--- src/dqs_pkg.sv ---
// Shared types and codes for the bounded stack/queue store.
// No dependencies; used by dqs_cell and bounded_stack_queue_deque_top.
package dqs_pkg;

  localparam int WORD_W = 32;
  localparam int CMD_W  = 3;
  localparam int STAT_W = 2;

  typedef logic signed [WORD_W-1:0] word_t;
  typedef logic [CMD_W-1:0]         cmd_t;
  typedef logic [STAT_W-1:0]        stat_t;

  localparam cmd_t CMD_PUSH   = 3'd0;
  localparam cmd_t CMD_APPEND = 3'd1;
  localparam cmd_t CMD_PEEK   = 3'd2;
  localparam cmd_t CMD_POP    = 3'd3;
  localparam cmd_t CMD_SWAP   = 3'd4;

  localparam stat_t STAT_OK    = 2'd0;
  localparam stat_t STAT_EMPTY = 2'd1;
  localparam stat_t STAT_FULL  = 2'd2;

  typedef logic [1:0] sel_t;
  localparam sel_t SEL_VALUE = 2'd0;
  localparam sel_t SEL_ABOVE = 2'd1;
  localparam sel_t SEL_BELOW = 2'd2;

  typedef struct packed {
    logic en;
    sel_t sel;
  } cell_ctl_t;

endpackage

--- src/dqs_cell.sv ---
// One storage cell of the store: holds one word, loads from the request
// value or from a neighbor cell. Depends on dqs_pkg.
module dqs_cell (
  input  logic              clk,
  input  dqs_pkg::cell_ctl_t ctl,
  input  dqs_pkg::word_t    above,
  input  dqs_pkg::word_t    below,
  input  dqs_pkg::word_t    value,
  output dqs_pkg::word_t    q
);

  dqs_pkg::word_t q_r;

  always_ff @(posedge clk) begin
    if (ctl.en) begin
      case (ctl.sel)
        dqs_pkg::SEL_VALUE: q_r <= value;
        dqs_pkg::SEL_ABOVE: q_r <= above;
        dqs_pkg::SEL_BELOW: q_r <= below;
        default:            q_r <= q_r;
      endcase
    end
  end

  assign q = q_r;

endmodule

--- config.mk ---
export PLATFORM = sky130hd
export DESIGN_NAME = dqs_cell
export DESIGN_NICKNAME = d
export VERILOG_FILES = /design/src/dqs_pkg.sv /design/src/dqs_cell.sv
export SDC_FILE = /design/constraint.sdc
export NUM_CORES = 1
export LEC_CHECK = 0
export BUFFER_PORTS_ARGS = -buffer_cell sky130_fd_sc_hd__buf_2
export CORE_MARGIN = 1.5
export CORE_UTILIZATION = 35
export CTS_CLUSTER_DIAMETER = 200
export DETAILED_ROUTE_END_ITERATION = 8
export HOLD_SLACK_MARGIN = 0.03
export MAX_ROUTING_LAYER = met4
export PLACE_DENSITY = 0.73
export SETUP_SLACK_MARGIN = 0.4
export SLEW_MARGIN = 10
export SYNTH_ARGS = -nofsm -noshare
export SYNTH_HDL_FRONTEND = slang
export SYNTH_SLANG_ARGS = --single-unit
--- constraint.sdc ---
create_clock -name clk -period 2.35 [get_ports clk]
set_input_delay 0.1175 -clock clk [delete_from_list [all_inputs] [get_ports clk]]
set_output_delay 0.1175 -clock clk [all_outputs]
set_load 0.05 [all_outputs]
==> qor.yml <==
run_status: "finished, final reports clean"
groute.layer.met3.usage: 0.0456
htree_levels: 2
irDropWorstVdd_v: 0.000327
critical_path.cell_chain: "buf_2 > inv_1 > ha_2 > buf_4 > o21ai_1"
vias_per_cell: 4.89
timing.final.max_slew_violations: 0
post_synth_main_area_contributors: "sky130_fd_sc_hd__edfxtp_1 59%, sky130_fd_sc_hd__a22oi_1 15%, sky130_fd_sc_hd__o21ai_1 9.2%"
drive_above_1_share: 0.514
met2_usage: 0.315
critical_path.max_fanout: 35
die_h_um: 71.1
cp-end-kind: "flop"
ys_seq_elements: 32
critical_path_required_time_ns: 2.37
multiInputGateArea_um2: 577
yosys.area_share.xor_xnor: 0
synth_warnings: 0
grt_use_total: 0.181
yosys.area_share.simple: 0.0778
synth_top_area_frac: 0.592
critical-path-slowest-cell: "sky130_fd_sc_hd__ha_2"
floorplan.io_pins: 132
setup.worst_path.start_class: "input port"
report.power.total_mw: 1.61
place_hpwl_mm: 3.13
synth_top_area_cell: "sky130_fd_sc_hd__edfxtp_1"
route.antenna.remaining_nets: 0
register_area_um2: 961
cts_repair_resize_count: 0
fp-row-count: 24
power_leakage_nw: 1.07
antenna_cells: 0
grt_most_used_layer: "met2"
area_growth_pct: 45.8
arrival_ns: 1.37
maximum_capacitance_violations: 0
grt_max_degree: 36
cts_setup_buffers: 0
commonest_non_fill_non_tap_cell_in_the_layout: "sky130_fd_sc_hd__buf_2"
grt_antenna_before_repair: 0
synth_cell_type_count: 11
cts_inserted_buffers: 5
synth.avg_cell_area_um2: 11.0
timing.final.setup_violations: 0
fillCellCount: 404
worst_hold_path_type: "input port to flop"
post-route-util: 0.537
design.final.nets: 378
finalHoldViolCount: 0
yosys.area_share.adder: 0.0231
synth_compound_gate_area_share: 0.247
dr.first_iter.drc_count: 129
vias: 1604
grt_pass1_wl_mm: 7.03
drt_pre_antenna_iters: 4
cts.sinks: 32
largest_family_of_logic_cells_by_synthesized_area: "compound AO/OA/AOI/OAI gates"
most-common-layout-cells: "131 x sky130_fd_sc_hd__buf_2, 32 x sky130_fd_sc_hd__a22oi_1, 32 x sky130_fd_sc_hd__nand2_1, 32 x sky130_fd_sc_hd__edfxtp_1, 30 x sky130_fd_sc_hd__o21ai_1"
timing_worst_setup_path_type: "input port to flop"
critical_path.max_stage_delay_ns: 0.68
final_min_period_over_clock_period: 0.575
cts_tree: "built"
worstMarginPinSlew_ns: 0.647
powerDensity_nw_per_um2: 681
timing.setup.tns_ns: 0
synth_seq_area_share: 0.592
yosys-mux-area-fraction: 0
cts_buffer_depth: 2
gr-usage-met1: 0.201
mean_routed_wirelength_per_cell_um: 13.0
netlist_instances: 147
grt_setup_unrepaired: "no"
detail_route.wirelength_mm: 4.25
design.die.area_um2: 5060
post_synth_instance_area_um2: 1620
portBuffers: 131
initial_core_util: 0.368
cts.root.buffer_cell: "sky130_fd_sc_hd__clkbuf_8"
gp_congestion: 0.802
fmax_achieved_ghz: 0.740
drt_drc_violations_left: 0
crit_family: "adder cells"
placeableCoreArea_um2: 4410
post_cts_hold_buffer_count: 0
die_width_um: 71.1
grt_pass1_vias: 1606
fin_hold_ws_ns: 0.123
grt_overflow: 0
syn-num-nets: 250
final_period_minus_worst_setup_slack_ns: 1.35
cp.buffers_inverters: 3
largest_register_ffs: 32
slew-limit-headroom: 0.569
clk_pin_slew_ns: 0.06
area by class of cell:
class | instances | share of cell area
Tap cell | 52 | 0.0275
Clock buffer | 7 | 0.0322
Sequential cell | 32 | 0.406
Timing Repair Buffer | 134 | 0.286
Multi-Input combinational cell | 100 | 0.244
Inverter | 2 | 0.00317
Clock inverter | 1 | 0.00158
final timing paths:
path                     start  endpoint  slack [ns]  cells past startpoint
worst max-delay path    ctl[0]      q[4]         1.0                      5
worst min-delay path  value[8]      q[8]        0.12                      3
routing by layer:
layer,vias to the layer above,share of wire
li1,812,-
met1,712,0.39
met2,76,0.53
met3,4,0.074
met4,0,0.0099
met5,-,0
cell usage after synthesis:
master                     count
sky130_fd_sc_hd__a22oi_1      32
sky130_fd_sc_hd__buf_2         7
sky130_fd_sc_hd__buf_4         3
sky130_fd_sc_hd__buf_6         3
sky130_fd_sc_hd__edfxtp_1     32
sky130_fd_sc_hd__ha_1          3
sky130_fd_sc_hd__inv_1         2
sky130_fd_sc_hd__nand2_1      32
sky130_fd_sc_hd__nor2b_1       1
sky130_fd_sc_hd__o21ai_0       2
sky130_fd_sc_hd__o21ai_1      30
stage by stage:
step,setup WS (ns),instance area (um^2),cells
floorplan,0.774,1630,147
global placement,0.606,2290,320
detailed placement,0.502,2290,320
CTS,0.795,2370,328
global route,0.879,2370,328
finish,0.999,2370,328
cell families (layout without fill, tap and decap cells):
group / Yosys count / after routing
AOI/OAI and AO/OA: 64 / 64
adders and majority gates: 3 / 3
buffers and inverters: 15 / 144
DFF: 32 / 32
and+or+nand+nor: 33 / 33
power breakdown:
| part | internal [mW] | switching [mW] |
|---|---|---|
| logic | 0.150 | 0.356 |
| registers | 0.707 | 0.0117 |
| clock network | 0.206 | 0.182 |
| total | 1.06 | 0.549 |
Power figures use the tool's default switching activity.
